===== config.mk =====
export PLATFORM = sky130hd
export DESIGN_NAME = sync_length_checksum_deframer_core
export DESIGN_NICKNAME = d
export VERILOG_FILES = /design/src/hw/rtl/sldf_pkg.sv /design/src/hw/rtl/sldf_parser.sv /design/src/hw/rtl/sync_length_checksum_deframer_core.sv
export SDC_FILE = /design/constraint.sdc
export NUM_CORES = 1
export LEC_CHECK = 0
export BUFFER_PORTS_ARGS = -buffer_cell sky130_fd_sc_hd__buf_2
export CAP_MARGIN = 20
export CORE_ASPECT_RATIO = 1.1
export CORE_MARGIN = 2
export CORE_UTILIZATION = 60
export DETAILED_ROUTE_END_ITERATION = 10
export HOLD_SLACK_MARGIN = 0.12
export PLACE_DENSITY = 0.89
export SYNTH_ARGS = -nofsm -noshare
export SYNTH_HDL_FRONTEND = slang
export SYNTH_HIERARCHICAL = 1
export SYNTH_SLANG_ARGS = --single-unit

===== constraint.sdc =====
create_clock -name i_clk -period 10.6 [get_ports i_clk]
set_input_delay 0.53 -clock i_clk [delete_from_list [all_inputs] [get_ports i_clk]]
set_output_delay 0.53 -clock i_clk [all_outputs]
set_load 0.03 [all_outputs]

===== src/hw/rtl/sldf_pkg.sv =====
// Shared types, codes and constants of the sync/length/checksum deframer.
package sldf_pkg;

    // Sync words as seen little-endian: previous byte low, current byte high.
    localparam logic [15:0] SYNC_CHECKED = 16'hC1AF;
    localparam logic [15:0] SYNC_PLAIN   = 16'hC1AE;

    // Register reset values.
    localparam logic [7:0] TIMEOUT_RESET    = 8'd200;
    localparam logic [7:0] HUNT_LIMIT_RESET = 8'd25;

    // Configuration register indexes.
    localparam logic CFG_BYTE_TIMEOUT = 1'b0;
    localparam logic CFG_HUNT_LIMIT   = 1'b1;

    // Input item kinds carried on the slave tuser bit.
    localparam logic ACT_BYTE = 1'b0;
    localparam logic ACT_TICK = 1'b1;

    // Result queue geometry.
    localparam int FIFO_DEPTH = 4;
    localparam int FIFO_PTR_W = 2;
    localparam int FIFO_CNT_W = 3;

    // Master tdata width: 35 field bits padded to whole bytes.
    localparam int M_TDATA_W = 40;

    typedef enum logic [1:0] {
        KIND_DATA = 2'd0,
        KIND_END  = 2'd1,
        KIND_ERR  = 2'd2
    } t_kind;

    typedef enum logic [1:0] {
        ST_OK      = 2'd0,
        ST_BADSUM  = 2'd1,
        ST_TIMEOUT = 2'd2,
        ST_NOSYNC  = 2'd3
    } t_status;

    typedef struct packed {
        t_kind       kind;
        logic [7:0]  frame_type;
        logic [7:0]  frame_length;
        logic [7:0]  payload_byte;
        logic [7:0]  payload_index;
        logic        checksummed;
        t_status     status;
        logic        last;
    } t_result;

    // Results produced by one accepted item: up to two, first one first.
    typedef struct packed {
        logic [1:0] count;
        t_result    first;
        t_result    second;
    } t_push;

    function automatic t_result make_result(
        input t_kind      kind,
        input logic [7:0] ftype,
        input logic [7:0] flen,
        input logic [7:0] pbyte,
        input logic [7:0] pidx,
        input logic       cks,
        input t_status    st,
        input logic       lst
    );
        t_result r;
        r.kind          = kind;
        r.frame_type    = ftype;
        r.frame_length  = flen;
        r.payload_byte  = pbyte;
        r.payload_index = pidx;
        r.checksummed   = cks;
        r.status        = st;
        r.last          = lst;
        return r;
    endfunction

endpackage


===== src/hw/rtl/sldf_parser.sv =====
// Frame parser: hunt, header, payload and timeout state with its result logic.
module sldf_parser (
    input  logic           i_clk,
    input  logic           i_rst_n,
    input  logic           i_cfg_wr_en,
    input  logic           i_cfg_addr,
    input  logic [7:0]     i_cfg_wdata,
    input  logic           i_accept,
    input  logic           i_action,
    input  logic [7:0]     i_byte,
    output sldf_pkg::t_push o_push
);
    import sldf_pkg::*;

    typedef enum logic [2:0] {
        PH_HUNT   = 3'd0,
        PH_TYPE   = 3'd1,
        PH_LEN    = 3'd2,
        PH_SUM_LO = 3'd3,
        PH_SUM_HI = 3'd4,
        PH_DATA   = 3'd5
    } t_phase;

    logic [7:0]  r_timeout, r_limit;
    t_phase      r_phase, n_phase;
    logic [7:0]  r_prev, n_prev;
    logic        r_mode, n_mode;
    logic [7:0]  r_type, n_type;
    logic [7:0]  r_len, n_len;
    logic [15:0] r_rsum, n_rsum;
    logic [15:0] r_run, n_run;
    logic [7:0]  r_cnt, n_cnt;
    logic [7:0]  r_idle, n_idle;
    logic [7:0]  r_att, n_att;

    logic [7:0]  idle_inc, att_inc, cnt_inc;
    logic [15:0] word, sum_add, rsum_full;
    logic        hunting, do_fail;
    t_status     end_st;

    // Configuration registers.
    always_ff @(posedge i_clk) begin
        if (!i_rst_n) begin
            r_timeout <= TIMEOUT_RESET;
            r_limit   <= HUNT_LIMIT_RESET;
        end else if (i_cfg_wr_en) begin
            if (i_cfg_addr == CFG_BYTE_TIMEOUT) begin
                r_timeout <= i_cfg_wdata;
            end else begin
                r_limit <= i_cfg_wdata;
            end
        end
    end

    // Saturating counters and helper sums.
    assign idle_inc  = (r_idle == 8'hFF) ? r_idle : r_idle + 8'd1;
    assign att_inc   = (r_att == 8'hFF) ? r_att : r_att + 8'd1;
    assign cnt_inc   = r_cnt + 8'd1;
    assign word      = {i_byte, r_prev};
    assign sum_add   = r_run + {8'd0, i_byte};
    assign rsum_full = {i_byte, r_rsum[7:0]};
    assign hunting   = !(r_phase == PH_TYPE || r_phase == PH_LEN || r_phase == PH_SUM_LO ||
                         r_phase == PH_SUM_HI || r_phase == PH_DATA);

    // Next state and results of the item being accepted.
    always_comb begin
        n_phase = r_phase;
        n_prev  = r_prev;
        n_mode  = r_mode;
        n_type  = r_type;
        n_len   = r_len;
        n_rsum  = r_rsum;
        n_run   = r_run;
        n_cnt   = r_cnt;
        n_idle  = r_idle;
        n_att   = r_att;
        do_fail = 1'b0;
        end_st  = ST_OK;
        o_push  = '0;

        if (i_accept) begin
            if (i_action == ACT_TICK) begin
                n_idle = idle_inc;
                if (idle_inc >= r_timeout) begin
                    n_idle = 8'd0;
                    if (hunting) begin
                        do_fail = 1'b1;
                    end else begin
                        o_push.count = 2'd1;
                        o_push.first = make_result(KIND_ERR, r_type, r_len, 8'd0, 8'd0,
                                                   r_mode, ST_TIMEOUT, 1'b1);
                        n_phase = PH_HUNT;
                        n_prev  = 8'd0;
                        n_att   = 8'd0;
                    end
                end
            end else begin
                n_idle = 8'd0;
                case (r_phase)
                    PH_TYPE: begin
                        n_type  = i_byte;
                        n_phase = PH_LEN;
                    end
                    PH_LEN: begin
                        n_len = i_byte;
                        if (r_mode) begin
                            n_phase = PH_SUM_LO;
                        end else if (i_byte == 8'd0) begin
                            o_push.count = 2'd1;
                            o_push.first = make_result(KIND_END, r_type, i_byte, 8'd0, 8'd0,
                                                       r_mode, ST_OK, 1'b1);
                            n_phase = PH_HUNT;
                            n_prev  = 8'd0;
                            n_att   = 8'd0;
                        end else begin
                            n_phase = PH_DATA;
                        end
                    end
                    PH_SUM_LO: begin
                        n_rsum  = {8'd0, i_byte};
                        n_phase = PH_SUM_HI;
                    end
                    PH_SUM_HI: begin
                        n_rsum = rsum_full;
                        if (r_len == 8'd0) begin
                            // Empty payload: the running sum is still zero.
                            end_st = (r_mode && rsum_full != 16'd0) ? ST_BADSUM : ST_OK;
                            o_push.count = 2'd1;
                            o_push.first = make_result(KIND_END, r_type, r_len, 8'd0, 8'd0,
                                                       r_mode, end_st, 1'b1);
                            n_phase = PH_HUNT;
                            n_prev  = 8'd0;
                            n_att   = 8'd0;
                        end else begin
                            n_phase = PH_DATA;
                        end
                    end
                    PH_DATA: begin
                        o_push.count = 2'd1;
                        o_push.first = make_result(KIND_DATA, r_type, r_len, i_byte, r_cnt,
                                                   r_mode, ST_OK, 1'b0);
                        n_run = sum_add;
                        n_cnt = cnt_inc;
                        if (cnt_inc >= r_len) begin
                            end_st = (r_mode && sum_add != r_rsum) ? ST_BADSUM : ST_OK;
                            o_push.count  = 2'd2;
                            o_push.second = make_result(KIND_END, r_type, r_len, 8'd0, 8'd0,
                                                        r_mode, end_st, 1'b1);
                            n_phase = PH_HUNT;
                            n_prev  = 8'd0;
                            n_att   = 8'd0;
                        end
                    end
                    default: begin
                        // Hunting: look for a sync word over the last two bytes.
                        n_prev = i_byte;
                        if (word == SYNC_CHECKED || word == SYNC_PLAIN) begin
                            n_mode  = (word == SYNC_CHECKED);
                            n_type  = 8'd0;
                            n_len   = 8'd0;
                            n_rsum  = 16'd0;
                            n_run   = 16'd0;
                            n_cnt   = 8'd0;
                            n_att   = 8'd0;
                            n_phase = PH_TYPE;
                        end else begin
                            n_phase = PH_HUNT;
                            do_fail = 1'b1;
                        end
                    end
                endcase
            end

            // One failed hunt attempt; the limit gives a no-sync error.
            if (do_fail) begin
                if (att_inc >= r_limit) begin
                    o_push.count = 2'd1;
                    o_push.first = make_result(KIND_ERR, 8'd0, 8'd0, 8'd0, 8'd0,
                                               1'b0, ST_NOSYNC, 1'b1);
                    n_phase = PH_HUNT;
                    n_prev  = 8'd0;
                    n_att   = 8'd0;
                end else begin
                    n_att = att_inc;
                end
            end
        end
    end

    // Parser state.
    always_ff @(posedge i_clk) begin
        if (!i_rst_n) begin
            r_phase <= PH_HUNT;
            r_prev  <= 8'd0;
            r_mode  <= 1'b0;
            r_type  <= 8'd0;
            r_len   <= 8'd0;
            r_rsum  <= 16'd0;
            r_run   <= 16'd0;
            r_cnt   <= 8'd0;
            r_idle  <= 8'd0;
            r_att   <= 8'd0;
        end else begin
            r_phase <= n_phase;
            r_prev  <= n_prev;
            r_mode  <= n_mode;
            r_type  <= n_type;
            r_len   <= n_len;
            r_rsum  <= n_rsum;
            r_run   <= n_run;
            r_cnt   <= n_cnt;
            r_idle  <= n_idle;
            r_att   <= n_att;
        end
    end

    // A pair of results is always a payload byte followed by its frame end.
    a_pair_order: assert property (@(posedge i_clk) disable iff (!i_rst_n)
        o_push.count == 2'd2 |->
            o_push.first.kind == KIND_DATA && o_push.second.kind == KIND_END)
        else $error("two results that are not payload then frame end");

    // Any closing result sends the parser back to hunting.
    a_close_hunt: assert property (@(posedge i_clk) disable iff (!i_rst_n)
        (o_push.count != 2'd0 && (o_push.first.last || o_push.second.last))
            |=> r_phase == PH_HUNT)
        else $error("parser not hunting after a frame end or error");

    // Hunt attempts only accumulate while hunting.
    a_att_clear: assert property (@(posedge i_clk) disable iff (!i_rst_n)
        r_phase != PH_HUNT |-> r_att == 8'd0)
        else $error("hunt attempts nonzero inside a frame");

endmodule


===== src/hw/rtl/sync_length_checksum_deframer_core.sv =====
// Top level of the deframer: stream ports, parser and result queue.
//
// One item enters per clock: a received byte or a time tick. The parser
// updates its state in the cycle the item is accepted and writes zero, one
// or two results into a four-entry result queue; the master side drains one
// result per cycle from the queue head while m_axis_tready is high. Output
// s_axis_tready is high while at least two queue entries are free, so items
// flow at one per cycle as long as results are taken at least as fast as
// they are made. An item that carries the final payload byte of a frame
// makes two results (byte and frame end), which the queue absorbs.
// Configuration writes take effect at the next clock and are meant for idle
// periods. No clearing pass follows reset.
module sync_length_checksum_deframer_core (
    input  logic                           i_clk,
    input  logic                           i_rst_n,
    // Configuration write port.
    input  logic                           i_cfg_wr_en,
    input  logic                           i_cfg_addr,
    input  logic [7:0]                     i_cfg_wdata,
    // Slave stream.
    input  logic                           s_axis_tvalid,
    output logic                           s_axis_tready,
    input  logic [7:0]                     s_axis_tdata,  // [7:0] rx_byte
    input  logic                           s_axis_tuser,  // [0] action
    // Master stream.
    output logic                           m_axis_tvalid,
    input  logic                           m_axis_tready,
    // [7:0] frame_type, [15:8] frame_length, [23:16] payload_byte,
    // [31:24] payload_index, [32] checksummed, [34:33] status, [39:35] zero
    output logic [sldf_pkg::M_TDATA_W-1:0] m_axis_tdata,
    output logic [1:0]                     m_axis_tuser,  // [1:0] result_kind
    output logic                           m_axis_tlast
);
    import sldf_pkg::*;

    t_push                 push;
    t_result               r_mem [FIFO_DEPTH];
    t_result               head;
    logic [FIFO_PTR_W-1:0] r_wr_ptr, r_rd_ptr;
    logic [FIFO_CNT_W-1:0] r_count;
    logic                  in_accept, pop;

    assign in_accept     = s_axis_tvalid && s_axis_tready;
    assign s_axis_tready = (r_count <= FIFO_CNT_W'(FIFO_DEPTH - 2));
    assign m_axis_tvalid = (r_count != '0);
    assign pop           = m_axis_tvalid && m_axis_tready;

    sldf_parser u_parser (
        .i_clk       (i_clk),
        .i_rst_n     (i_rst_n),
        .i_cfg_wr_en (i_cfg_wr_en),
        .i_cfg_addr  (i_cfg_addr),
        .i_cfg_wdata (i_cfg_wdata),
        .i_accept    (in_accept),
        .i_action    (s_axis_tuser),
        .i_byte      (s_axis_tdata),
        .o_push      (push)
    );

    // Result queue storage.
    always_ff @(posedge i_clk) begin
        if (push.count != 2'd0) begin
            r_mem[r_wr_ptr] <= push.first;
        end
        if (push.count == 2'd2) begin
            r_mem[r_wr_ptr + FIFO_PTR_W'(1)] <= push.second;
        end
    end

    // Queue pointers and fill count.
    always_ff @(posedge i_clk) begin
        if (!i_rst_n) begin
            r_wr_ptr <= '0;
            r_rd_ptr <= '0;
            r_count  <= '0;
        end else begin
            r_wr_ptr <= r_wr_ptr + FIFO_PTR_W'(push.count);
            r_rd_ptr <= r_rd_ptr + FIFO_PTR_W'(pop);
            r_count  <= r_count + FIFO_CNT_W'(push.count) - FIFO_CNT_W'(pop);
        end
    end

    // Master side fields from the queue head.
    assign head         = r_mem[r_rd_ptr];
    assign m_axis_tuser = head.kind;
    assign m_axis_tlast = head.last;
    assign m_axis_tdata = {5'd0, head.status, head.checksummed, head.payload_index,
                           head.payload_byte, head.frame_length, head.frame_type};

    // The queue never overfills.
    a_no_overflow: assert property (@(posedge i_clk) disable iff (!i_rst_n)
        r_count <= FIFO_CNT_W'(FIFO_DEPTH))
        else $error("result queue overflow");

    // A pop with nothing pushed lowers the fill count by one.
    a_pop_count: assert property (@(posedge i_clk) disable iff (!i_rst_n)
        (pop && push.count == 2'd0) |=> r_count == $past(r_count) - FIFO_CNT_W'(1))
        else $error("result queue count wrong after pop");

    // Results come only from accepted items.
    a_push_accept: assert property (@(posedge i_clk) disable iff (!i_rst_n)
        push.count != 2'd0 |-> in_accept)
        else $error("result written without an accepted item");

endmodule


==> flow_results.xml, run 1 <==
<?xml version="1.0" encoding="UTF-8"?>
<metrics>
  <group name="pwr">
    <metric name="pwr_density_cell" unit="nW/um^2">159.0</metric>
    <metric name="power.leakage" unit="uW">0.006162</metric>
    <metric name="total_power" unit="uW">2476</metric>
    <metric name="vdd_ir_drop_max" unit="uV">125.7</metric>
  </group>
  <group name="global_route">
    <metric name="grtUsageMet1" unit="%">32.48</metric>
    <metric name="first_global_vias" unit="">10490</metric>
    <metric name="grtUsageTotal" unit="%">27.04</metric>
    <metric name="met2_usage" unit="%">46.53</metric>
    <metric name="grtUsageMet3" unit="%">5.302</metric>
    <metric name="grt-ovfl-total" unit="">0</metric>
    <metric name="number_of_antenna_violations_at_the_first_check_in_global_routing" unit="">3</metric>
    <metric name="largest_net_degree_at_the_start_of_global_routing" unit="">48</metric>
    <metric name="grt-busiest-layer" unit="">met2</metric>
    <metric name="grt_pass1_wl" unit="um">53880</metric>
  </group>
  <group name="flow_run">
    <metric name="cap_violations" unit="">0</metric>
  </group>
  <group name="final_layout">
    <metric name="fillCellCount" unit="">1675</metric>
    <metric name="post-route-util" unit="%">66.14</metric>
    <metric name="instances_no_fill" unit="">1596</metric>
    <metric name="final_common_cell" unit="">sky130_fd_sc_hd__edfxtp_1</metric>
    <metric name="area_delta_synth_final" unit="%">8.849</metric>
    <metric name="layout.cells.most_common_list" unit="">sky130_fd_sc_hd__edfxtp_1, sky130_fd_sc_hd__dfxtp_1, sky130_fd_sc_hd__nand2_1</metric>
    <metric name="nNetsFinal" unit="">1333</metric>
    <metric name="drive_gt1_share" unit="%">20.93</metric>
  </group>
  <group name="synth">
    <metric name="mean_area_per_synthesized_cell" unit="um^2">11.60</metric>
    <metric name="syn_inst" unit="">1234</metric>
    <metric name="sequential_area_share_after_synthesis" unit="%">46.87</metric>
    <metric name="synthDominantCellAreaShare" unit="%">31.90</metric>
    <metric name="synth_edf_count" unit="">152</metric>
    <metric name="dominantRegCellSynth" unit="">sky130_fd_sc_hd__edfxtp_1</metric>
    <metric name="synthArstFlopShare" unit="%">0</metric>
    <metric name="yosysWarningCount" unit="">6</metric>
    <metric name="synth.ff_latch_count" unit="">259</metric>
    <metric name="yosys.cell_types.count" unit="">86</metric>
    <metric name="netlist_top_cells_area" unit="">sky130_fd_sc_hd__edfxtp_1, sky130_fd_sc_hd__dfxtp_1, sky130_fd_sc_hd__mux4_2</metric>
    <metric name="yosys.area.top_type" unit="">sky130_fd_sc_hd__edfxtp_1</metric>
    <metric name="netlist_area" unit="um^2">14310</metric>
  </group>
  <group name="worst_setup_path">
    <metric name="reg2reg_setup_slack" unit="ns">4.96</metric>
    <metric name="end_kind" unit="">flip-flop</metric>
    <metric name="worst-setup-path-type" unit="">reg -&gt; reg</metric>
    <metric name="worstPathMaxFanout" unit="">29</metric>
    <metric name="critical_path_arrival" unit="ns">5.92</metric>
    <metric name="critPathLaunchType" unit="">flip-flop</metric>
    <metric name="rr_worst_depth" unit="">16</metric>
    <metric name="r2r-start" unit="">u_parser/r_idle[0]</metric>
    <metric name="critPathRequiredTime" unit="ns">10.88</metric>
    <metric name="r2r-end" unit="">r_mem[3][33]</metric>
  </group>
  <group name="route">
    <metric name="drt_pre_antenna_iters" unit="">5</metric>
    <metric name="route.final.wire_length" unit="um">33800</metric>
    <metric name="drc_violations" unit="">0</metric>
    <metric name="vias_per_cell" unit="">6.367</metric>
    <metric name="drt-wirelength-per-cell" unit="um">21.17</metric>
    <metric name="dr.first_iter.drc_count" unit="">898</metric>
    <metric name="route.vias.total" unit="">10160</metric>
    <metric name="antenna_violating_nets_post_route" unit="">0</metric>
  </group>
  <group name="die">
    <metric name="fp.dieH" unit="um">166.0</metric>
    <metric name="fp.dieArea" unit="um^2">25100</metric>
    <metric name="floorplan.core_area" unit="um^2">23550</metric>
    <metric name="row_count" unit="">59</metric>
    <metric name="die_x" unit="um">151.2</metric>
    <metric name="initial_cell_density_of_the_core" unit="%">60.77</metric>
    <metric name="num_io_pins" unit="">68</metric>
  </group>
  <group name="clock_network">
    <metric name="post_cts_hold_buffer_count" unit="">0</metric>
    <metric name="clock-sinks" unit="">259</metric>
    <metric name="tritoncts_clock_tree" unit="">done</metric>
    <metric name="post_cts.repair.setup_buffers" unit="">0</metric>
    <metric name="cts_max_level" unit="">1</metric>
    <metric name="root_buffer" unit="">sky130_fd_sc_hd__clkbuf_16</metric>
    <metric name="tritoncts.num_buffers" unit="">26</metric>
    <metric name="max-clock-path-buffers" unit="">3</metric>
    <metric name="cts-resized-gates" unit="">0</metric>
    <metric name="clk_transition_reported_paths" unit="ns">0.06</metric>
    <metric name="worstSkewPairLatency" unit="ns">0.54</metric>
  </group>
  <group name="status">
    <metric name="status" unit="">finished clean</metric>
  </group>
  <group name="sta">
    <metric name="final_min_period_over_clock_period" unit="%">53.20</metric>
    <metric name="finalSetupViolations" unit="">0</metric>
    <metric name="post-route-min-period" unit="ns">5.639</metric>
    <metric name="top_achievable_clock_speed" unit="MHz">177.3</metric>
    <metric name="worst_clock_skew" unit="ns">0.01176</metric>
    <metric name="hold_slack" unit="ns">0.2369</metric>
    <metric name="grt_setup_unrepaired" unit="">no</metric>
    <metric name="setup_total_negative_slack" unit="ns">0</metric>
    <metric name="finalMaxSlewViolations" unit="">0</metric>
    <metric name="worst_slew_pin_slew" unit="ns">1.120</metric>
    <metric name="hold_viol_final" unit="">0</metric>
    <metric name="worst_slew_margin_rel" unit="%">25.09</metric>
  </group>
  <group name="place">
    <metric name="finalWeightedCongestion" unit="">0.8772</metric>
    <metric name="numPortBuffers" unit="">62</metric>
    <metric name="placedCellCount" unit="">1546</metric>
    <metric name="detailedPlacementHpwl" unit="um">21420</metric>
  </group>
  <group name="hold_path">
    <metric name="hp-start" unit="">i_cfg_wdata[0]</metric>
    <metric name="hold_depth" unit="">3</metric>
    <metric name="holdPathEnd" unit="">u_parser/r_limit[0]</metric>
    <metric name="hold_path_class" unit="">in -&gt; reg</metric>
  </group>
</metrics>
-- cell type report --
type	count	area, um^2	share of cell area, %
timing repair buffer	77	417.9	2.683
clock buffer	41	799.5	5.133
inverter	36	135.1	0.8675
antenna	1	2.502	0.01607
multi-input combinational	870	7073	45.41
sequential	259	6709	43.07
tap	305	381.6	2.450
clock inverter	7	57.56	0.3695
-- worst max path at each step --
| stage | start | to | slack, ns |
|---|---|---|---|
| 3_5_place_dp | u_parser/r_idle[0] | r_mem[0][32] | 4.70 |
| 3_3_place_gp | u_parser/r_idle[0] | r_mem[2][11] | 4.99 |
| 4_1_cts | u_parser/r_idle[0] | r_mem[0][32] | 4.64 |
| 2_1_floorplan | u_parser/r_idle[0] | r_mem[2][0] | 4.51 |
| 5_1_grt | u_parser/r_idle[0] | r_mem[1][28] | 4.66 |
| 6_report | u_parser/r_idle[0] | r_mem[3][33] | 4.96 |
-- critical path: stages, from the launching register on --
cell	delay, ns
sky130_fd_sc_hd__dfxtp_1	0.41
sky130_fd_sc_hd__ha_1	0.19
sky130_fd_sc_hd__and2_0	0.28
sky130_fd_sc_hd__nand3_1	0.28
sky130_fd_sc_hd__nand4_1	0.21
sky130_fd_sc_hd__xnor2_1	0.15
sky130_fd_sc_hd__ha_1	0.26
sky130_fd_sc_hd__and3_1	0.19
sky130_fd_sc_hd__a221oi_1	0.34
sky130_fd_sc_hd__o21ai_2	0.17
sky130_fd_sc_hd__nor2_2	0.40
sky130_fd_sc_hd__or4_4	0.25
sky130_fd_sc_hd__a21boi_0	0.18
sky130_fd_sc_hd__a211o_1	0.48
sky130_fd_sc_hd__and4bb_2	0.63
sky130_fd_sc_hd__buf_4	0.54
sky130_fd_sc_hd__mux2_2	0.41
-- state kept, by name, summed over array words and instances (netlist names), 3 cells and up --
signal / count
u_parser/r_idle: 8
u_parser/r_type: 8
u_parser/r_rsum: 16
r_count: 3
u_parser/r_len: 8
r_mem: 152
u_parser/r_limit: 8
u_parser/r_prev: 8
u_parser/r_run: 16
u_parser/r_phase: 3
u_parser/r_att: 8
u_parser/r_cnt: 8
u_parser/r_timeout: 8
-- layer usage --
metal	wire, um	vias to the layer above	share of wire [%]
met5	11	-	0.033
met4	1285	2	3.8
met3	2542	115	7.5
met2	17050	432	50
met1	12910	4991	38
li1	-	4621	-
-- report_power, final --
part	leakage [uW]	total (uW)	switching [uW]	internal, uW
clock network	0.000423	921	381	540
registers	0.00231	1090	18.8	1070
logic	0.00343	468	285	183
-- synthesized netlist by cell type, drive strengths merged, types with 12 or more instances --
cell and n:
a21o 13, a21oi 67, a22o 24, a22oi 15
a31oi 12, and2 52, buf 60, clkbuf 30
dfxtp 107, edfxtp 152, ha 38, inv 36
mux2 155, mux4 38, nand2 86, nand2b 18
nand3 43, nor2 73, nor3 22, o21ai 32
xnor2 21, xor2 13
-- cells by family after synthesis --
family,after synthesis,synth area share (%)
compound gates,214,10.20
mux,200,19.19
simple gates,356,12.93
xor+xnor,37,2.553
flops,259,46.87
fa+ha+maj,40,3.602
buf+inv,126,4.599
other cells,2,0.05248
-- stage by stage --
step                area, um^2  setup WS (ns)
floorplan                14390          4.510
global placement         14710          4.992
detailed placement       14710          4.698
CTS                      15570          4.643
global route             15580          4.659
finish                   15580          4.961
Power figures use the tool's default switching activity.
==> run 2, diff against run 1 <==
==> constraint.sdc (replaced) <==
create_clock -name i_clk -period 5.78 [get_ports i_clk]
set_input_delay 0.289 -clock i_clk [delete_from_list [all_inputs] [get_ports i_clk]]
set_output_delay 0.289 -clock i_clk [all_outputs]
set_load 0.03 [all_outputs]
==> run 2 against run 1 <==
  * Clock power increased by 88%
  * Sequential power increased by 84%
  * Non-clock buffer count increased by 14
  * Routed wire length increased by 1.2%
  * Flip-flop and latch count unchanged
  * Maximum frequency increased by 5.3%
  * Core utilization increased by 0.81 points
  * Cell count increased by 0.94%
  * Critical endpoint is now r_mem[2][11]
  * Total power increased by 85%
==> flow_results.xml, run 2 (same netlist as run 1, synthesis figures left out) <==
<?xml version="1.0" encoding="UTF-8"?>
<metrics>
  <group name="status">
    <metric name="status" unit="">finished clean</metric>
  </group>
  <group name="route">
    <metric name="drt-wirelength-per-cell" unit="um">21.22</metric>
    <metric name="dr.first_iter.drc_count" unit="">959</metric>
    <metric name="antenna_violating_nets_post_route" unit="">0</metric>
    <metric name="drt_pre_antenna_iters" unit="">6</metric>
    <metric name="route.final.wire_length" unit="um">34190</metric>
    <metric name="route.vias.total" unit="">10170</metric>
    <metric name="vias_per_cell" unit="">6.314</metric>
    <metric name="drc_violations" unit="">0</metric>
  </group>
  <group name="final_layout">
    <metric name="antenna_cells_inserted" unit="">0</metric>
    <metric name="drive_gt1_share" unit="%">21.36</metric>
    <metric name="largestRegisters" unit="">r_mem (152), u_parser/r_rsum (16), u_parser/r_run (16)</metric>
    <metric name="layout.cells.most_common_list" unit="">sky130_fd_sc_hd__edfxtp_1, sky130_fd_sc_hd__dfxtp_1, sky130_fd_sc_hd__nand2_1</metric>
    <metric name="area_delta_synth_final" unit="%">10.19</metric>
    <metric name="post-route-util" unit="%">66.96</metric>
    <metric name="final_common_cell" unit="">sky130_fd_sc_hd__edfxtp_1</metric>
    <metric name="largest_register" unit="">r_mem</metric>
    <metric name="max_ffs_per_register" unit="">152</metric>
    <metric name="nNetsFinal" unit="">1348</metric>
  </group>
  <group name="worst_setup_path">
    <metric name="critPathRequiredTime" unit="ns">5.96</metric>
    <metric name="critical-path-max-stage-delay" unit="ns">0.55</metric>
    <metric name="cp_num_buf_inv" unit="">2</metric>
    <metric name="worstSetupStartpoint" unit="">u_parser/r_idle[0]</metric>
    <metric name="critPathLaunchType" unit="">flip-flop</metric>
    <metric name="worstPathMaxFanout" unit="">28</metric>
    <metric name="end_kind" unit="">flip-flop</metric>
    <metric name="critical_path_arrival" unit="ns">5.54</metric>
    <metric name="crit_cells" unit="">17</metric>
    <metric name="rr_worst_depth" unit="">17</metric>
    <metric name="worst-setup-path-type" unit="">reg -&gt; reg</metric>
    <metric name="r2r-start" unit="">u_parser/r_idle[0]</metric>
    <metric name="slowest_cell_on_the_critical_path" unit="">sky130_fd_sc_hd__or3b_2</metric>
    <metric name="worst_path_dominant_cell_family" unit="">simple AND/OR/NAND/NOR gates</metric>
    <metric name="critical_path.cell_chain" unit="">ha_1, and2_0, nand3_1, nand4_1, xnor2_1, ha_1, and3_1, a221oi_1, o21ai_2, nor2_2, or4_4, a21boi_0, buf_4, a211o_1, or3b_2, a21oi_4, buf_4</metric>
  </group>
  <group name="sta">
    <metric name="finalMaxSlewViolations" unit="">0</metric>
    <metric name="hold_slack" unit="ns">0.1659</metric>
    <metric name="grt_setup_unrepaired" unit="">no</metric>
    <metric name="worst_clock_skew" unit="ns">0.02101</metric>
    <metric name="worst_slew_margin_rel" unit="%">27.64</metric>
    <metric name="post-route-min-period" unit="ns">5.357</metric>
    <metric name="finalSetupViolations" unit="">0</metric>
    <metric name="setup_total_negative_slack" unit="ns">0</metric>
    <metric name="worst_slew_pin_slew" unit="ns">1.081</metric>
    <metric name="top_achievable_clock_speed" unit="MHz">186.7</metric>
    <metric name="final_min_period_over_clock_period" unit="%">92.67</metric>
    <metric name="hold_viol_final" unit="">0</metric>
  </group>
  <group name="global_route">
    <metric name="first_global_vias" unit="">10500</metric>
    <metric name="largest_net_degree_at_the_start_of_global_routing" unit="">41</metric>
    <metric name="grt-ovfl-total" unit="">0</metric>
    <metric name="grt_pass1_wl" unit="um">54210</metric>
    <metric name="number_of_antenna_violations_at_the_first_check_in_global_routing" unit="">1</metric>
    <metric name="grtUsageTotal" unit="%">27.24</metric>
  </group>
  <group name="pwr">
    <metric name="total_power" unit="uW">4578</metric>
    <metric name="power.leakage" unit="uW">0.006234</metric>
    <metric name="vdd_ir_drop_max" unit="uV">223.5</metric>
    <metric name="pwr_density_cell" unit="nW/um^2">290.4</metric>
  </group>
  <group name="die">
    <metric name="row_count" unit="">59</metric>
    <metric name="floorplan.core_area" unit="um^2">23550</metric>
    <metric name="num_io_pins" unit="">68</metric>
    <metric name="die_x" unit="um">151.2</metric>
    <metric name="fp.dieH" unit="um">166.0</metric>
    <metric name="fp.dieArea" unit="um^2">25100</metric>
    <metric name="initial_cell_density_of_the_core" unit="%">60.77</metric>
  </group>
  <group name="clock_network">
    <metric name="tritoncts_clock_tree" unit="">done</metric>
    <metric name="max-clock-path-buffers" unit="">3</metric>
    <metric name="clk_transition_reported_paths" unit="ns">0.06</metric>
    <metric name="cts_max_level" unit="">1</metric>
    <metric name="tritoncts.num_buffers" unit="">27</metric>
    <metric name="cts-resized-gates" unit="">0</metric>
    <metric name="worstSkewPairLatency" unit="ns">0.54</metric>
    <metric name="root_buffer" unit="">sky130_fd_sc_hd__clkbuf_16</metric>
    <metric name="clock-sinks" unit="">259</metric>
  </group>
  <group name="hold_path">
    <metric name="hold_path_class" unit="">in -&gt; reg</metric>
    <metric name="hold_depth" unit="">3</metric>
    <metric name="hp-start" unit="">s_axis_tdata[1]</metric>
  </group>
  <group name="place">
    <metric name="detailedPlacementHpwl" unit="um">21780</metric>
    <metric name="finalWeightedCongestion" unit="">0.8858</metric>
    <metric name="numPortBuffers" unit="">62</metric>
  </group>
  <group name="flow_run">
    <metric name="cap_violations" unit="">0</metric>
  </group>
</metrics>
## run 2: worst min-delay path: cells and delay by family
kind / cells / cell delay, ns
AOI/OAI and AO/OA: 1 / 0.06
buffers and inverters: 1 / 0.20
and+or+nand+nor: 1 / 0.10
## run 2: what timing repair did
action                    4_1_cts  5_1_grt
hold endpoints to repair       18        0
hold buffers                    9        0
setup buffers                   0        0
## run 2: final timing paths
kind                            slack [ns]             endpoint
worst min register to register        0.46  u_parser/r_limit[6]
worst max-delay path                  0.42         r_mem[2][11]
worst max register to register        0.42         r_mem[2][11]
worst min-delay path                  0.17   u_parser/r_rsum[9]
## run 2: through the flow
stage	std cells	cell area [um^2]	worst slack, ns
floorplan	1255	14400	0.1246
CTS	1610	15760	0.4677
detailed placement	1551	14790	0.5123
global placement	1551	14790	0.7317
global route	1611	15770	0.02918
finish	1611	15770	0.4234
## run 2: per-layer routing
layer	up-vias	global-route usage [%]	wire length (um)
met5	-	0	0
met4	0	11.30	1213
met3	92	4.698	2654
met2	453	48.20	17620
met1	4955	32.42	12710
li1	4672	-	-
## run 2: layout make-up
type                            count  area [um^2]
Fill cell                        1615         7781
Timing Repair Buffer               91        588.1
Tap cell                          305        381.6
Inverter                           36        135.1
Clock buffer                       36        740.7
Multi-Input combinational cell    870         7073
Sequential cell                   259         6709
Clock inverter                     14        140.1
## run 2: power breakdown
group,switching (uW),internal [uW]
Sequential,49.0,1960
Combinational,504,341
Clock,729,996
==> run 3, diff against run 2 <==
--- a/config.mk
+++ b/config.mk
@@ -12,6 +12,7 @@
 export CORE_UTILIZATION = 60
 export DETAILED_ROUTE_END_ITERATION = 10
 export HOLD_SLACK_MARGIN = 0.12
+export MAX_ROUTING_LAYER = met4
 export PLACE_DENSITY = 0.89
 export SYNTH_ARGS = -nofsm -noshare
 export SYNTH_HDL_FRONTEND = slang
==> run 3 against run 2 <==
  * Core utilization about the same
  * Worst setup slack improved by 0.0050 ns
  * Sequential share of layout area about the same
  * Clock power about the same
  * Highest routed layer unchanged
==> flow_results.xml, run 3 (same netlist as run 1, synthesis figures left out) <==
<?xml version="1.0" encoding="UTF-8"?>
<metrics>
  <group name="hold_path">
    <metric name="hold_path_class" unit="">in -&gt; reg</metric>
    <metric name="holdPathEnd" unit="">u_parser/r_phase[1]</metric>
    <metric name="hp-start" unit="">s_axis_tuser</metric>
    <metric name="hold_depth" unit="">2</metric>
  </group>
  <group name="final_layout">
    <metric name="drive_gt1_share" unit="%">21.36</metric>
    <metric name="layout.cells.most_common_list" unit="">sky130_fd_sc_hd__edfxtp_1, sky130_fd_sc_hd__dfxtp_1, sky130_fd_sc_hd__nand2_1</metric>
    <metric name="instances_no_fill" unit="">1612</metric>
    <metric name="fillCellCount" unit="">1614</metric>
    <metric name="largest_register" unit="">r_mem</metric>
    <metric name="nNetsFinal" unit="">1348</metric>
    <metric name="largestRegisters" unit="">r_mem (152), u_parser/r_rsum (16), u_parser/r_run (16)</metric>
    <metric name="final_common_cell" unit="">sky130_fd_sc_hd__edfxtp_1</metric>
    <metric name="max_ffs_per_register" unit="">152</metric>
    <metric name="area_delta_synth_final" unit="%">10.20</metric>
    <metric name="post-route-util" unit="%">66.97</metric>
  </group>
  <group name="die">
    <metric name="initial_cell_density_of_the_core" unit="%">60.77</metric>
    <metric name="floorplan.core_area" unit="um^2">23550</metric>
    <metric name="num_io_pins" unit="">68</metric>
    <metric name="fp.dieArea" unit="um^2">25100</metric>
    <metric name="row_count" unit="">59</metric>
    <metric name="die_x" unit="um">151.2</metric>
    <metric name="fp.dieH" unit="um">166.0</metric>
  </group>
  <group name="clock_network">
    <metric name="clock-sinks" unit="">259</metric>
    <metric name="cts_max_level" unit="">1</metric>
    <metric name="clk_transition_reported_paths" unit="ns">0.06</metric>
    <metric name="tritoncts.num_buffers" unit="">27</metric>
    <metric name="tritoncts_clock_tree" unit="">done</metric>
    <metric name="root_buffer" unit="">sky130_fd_sc_hd__clkbuf_16</metric>
    <metric name="worstSkewPairLatency" unit="ns">0.54</metric>
    <metric name="max-clock-path-buffers" unit="">3</metric>
  </group>
  <group name="global_route">
    <metric name="grt_pass1_wl" unit="um">54280</metric>
    <metric name="grt-ovfl-total" unit="">0</metric>
    <metric name="largest_net_degree_at_the_start_of_global_routing" unit="">41</metric>
    <metric name="first_global_vias" unit="">10480</metric>
    <metric name="number_of_antenna_violations_at_the_first_check_in_global_routing" unit="">1</metric>
    <metric name="grtUsageTotal" unit="%">28.10</metric>
  </group>
  <group name="worst_setup_path">
    <metric name="r2r-end" unit="">r_mem[2][11]</metric>
    <metric name="critical-path-max-stage-delay" unit="ns">0.55</metric>
    <metric name="critical_path.cell_chain" unit="">ha_1, and2_0, nand3_1, nand4_1, xnor2_1, ha_1, and3_1, a221oi_1, o21ai_2, nor2_2, or4_4, a21boi_0, buf_4, a211o_1, or3b_2, a21oi_4, buf_4</metric>
    <metric name="cp_num_buf_inv" unit="">2</metric>
    <metric name="rr_worst_depth" unit="">17</metric>
    <metric name="r2r-start" unit="">u_parser/r_idle[0]</metric>
    <metric name="critPathRequiredTime" unit="ns">5.96</metric>
    <metric name="reg2reg_setup_slack" unit="ns">0.43</metric>
    <metric name="worstPathMaxFanout" unit="">28</metric>
    <metric name="slowest_cell_on_the_critical_path" unit="">sky130_fd_sc_hd__or3b_2</metric>
    <metric name="end_kind" unit="">flip-flop</metric>
    <metric name="worst_path_dominant_cell_family" unit="">simple AND/OR/NAND/NOR gates</metric>
    <metric name="critical_path_arrival" unit="ns">5.53</metric>
    <metric name="worst-setup-path-type" unit="">reg -&gt; reg</metric>
    <metric name="critPathLaunchType" unit="">flip-flop</metric>
  </group>
  <group name="sta">
    <metric name="grt_setup_unrepaired" unit="">no</metric>
    <metric name="worst_slew_pin_slew" unit="ns">1.073</metric>
    <metric name="final_min_period_over_clock_period" unit="%">92.59</metric>
    <metric name="setup_total_negative_slack" unit="ns">0</metric>
    <metric name="finalMaxSlewViolations" unit="">0</metric>
    <metric name="worst_slew_margin_rel" unit="%">28.44</metric>
    <metric name="post-route-min-period" unit="ns">5.352</metric>
    <metric name="hold_slack" unit="ns">0.1634</metric>
    <metric name="finalSetupViolations" unit="">0</metric>
    <metric name="hold_viol_final" unit="">0</metric>
    <metric name="worst_clock_skew" unit="ns">0.01942</metric>
    <metric name="setup_ws" unit="ns">0.4284</metric>
    <metric name="top_achievable_clock_speed" unit="MHz">186.9</metric>
  </group>
  <group name="route">
    <metric name="antenna_violating_nets_post_route" unit="">0</metric>
    <metric name="drc_violations" unit="">0</metric>
    <metric name="vias_per_cell" unit="">6.319</metric>
    <metric name="dr.first_iter.drc_count" unit="">968</metric>
    <metric name="route.vias.total" unit="">10190</metric>
    <metric name="route.final.wire_length" unit="um">34240</metric>
    <metric name="drt_pre_antenna_iters" unit="">9</metric>
    <metric name="drt-wirelength-per-cell" unit="um">21.24</metric>
  </group>
  <group name="place">
    <metric name="detailedPlacementHpwl" unit="um">21780</metric>
    <metric name="placedCellCount" unit="">1551</metric>
    <metric name="numPortBuffers" unit="">62</metric>
    <metric name="finalWeightedCongestion" unit="">0.9006</metric>
    <metric name="pre_cts_ws" unit="ns">0.5123</metric>
  </group>
  <group name="status">
    <metric name="status" unit="">finished clean</metric>
  </group>
  <group name="pwr">
    <metric name="vdd_ir_drop_max" unit="uV">223.5</metric>
    <metric name="power.leakage" unit="uW">0.006234</metric>
    <metric name="pwr_density_cell" unit="nW/um^2">290.4</metric>
  </group>
  <group name="flow_run">
    <metric name="cap_violations" unit="">0</metric>
  </group>
</metrics>
==> run 3: worst max path at each step <==
stage,start,end,slack [ns],depth (start not counted)
after floorplan,u_parser/r_idle[0],r_mem[3][0],0.12,14
after global placement,u_parser/r_idle[0],r_mem[2][10],0.73,17
after detailed placement,u_parser/r_idle[0],r_mem[2][12],0.51,17
after CTS,u_parser/r_idle[0],r_mem[2][37],0.47,17
after global routing,u_parser/r_idle[0],r_mem[2][36],0.03,17
final,u_parser/r_idle[0],r_mem[2][11],0.43,17
==> run 3: cell type report <==
cell class | instances | area, um^2 | share of cell area (%)
Multi-Input combinational cell | 870 | 7073 | 44.85
Sequential cell | 259 | 6709 | 42.54
Clock buffer | 36 | 740.7 | 4.697
Timing Repair Buffer | 91 | 588.1 | 3.729
Tap cell | 305 | 381.6 | 2.420
Clock inverter | 14 | 140.1 | 0.8886
Inverter | 36 | 135.1 | 0.8569
Antenna cell | 1 | 2.502 | 0.01587
==> run 3: what timing repair did <==
action / CTS / global route
resized for setup: 0 / 0
hold buffers: 9 / 0
setup buffers: 0 / 0
endpoints found under the hold margin: 18 / 0
==> run 3: metal layers <==
layer	vias to the layer above	GRT usage [%]	wire [um]
met2	428	48.02	17590
met4	0	11.30	1351
met5	-	-	0
met3	106	4.808	2487
met1	4997	32.64	12810
li1	4656	-	-
==> run 3: where the power goes <==
group	switching [uW]	total, uW	internal [uW]
sequential	49.2	2010	1960
clock	731	1730	996
combinational	504	845	341
total	1280	4580	3300
==> run 3: worst register-to-register path, stage by stage, from the launching register on <==
cell and delay, ns:
sky130_fd_sc_hd__dfxtp_1 0.41, sky130_fd_sc_hd__ha_1 0.20, sky130_fd_sc_hd__and2_0 0.27, sky130_fd_sc_hd__nand3_1 0.27, sky130_fd_sc_hd__nand4_1 0.19, sky130_fd_sc_hd__xnor2_1 0.17
sky130_fd_sc_hd__ha_1 0.28, sky130_fd_sc_hd__and3_1 0.19, sky130_fd_sc_hd__a221oi_1 0.32, sky130_fd_sc_hd__o21ai_2 0.18, sky130_fd_sc_hd__nor2_2 0.39, sky130_fd_sc_hd__or4_4 0.25
sky130_fd_sc_hd__a21boi_0 0.10, sky130_fd_sc_hd__buf_4 0.19, sky130_fd_sc_hd__a211o_1 0.43, sky130_fd_sc_hd__or3b_2 0.55, sky130_fd_sc_hd__a21oi_4 0.17, sky130_fd_sc_hd__buf_4 0.40
==> run 3: stage by stage <==
| step | power (uW) | area (um^2) |
|---|---|---|
| global placement | 2873 | 14790 |
| finish | 4580 | 15770 |
| CTS | 4598 | 15760 |
| detailed placement | 2882 | 14790 |
| global route | 4737 | 15770 |
| floorplan | 2695 | 14400 |
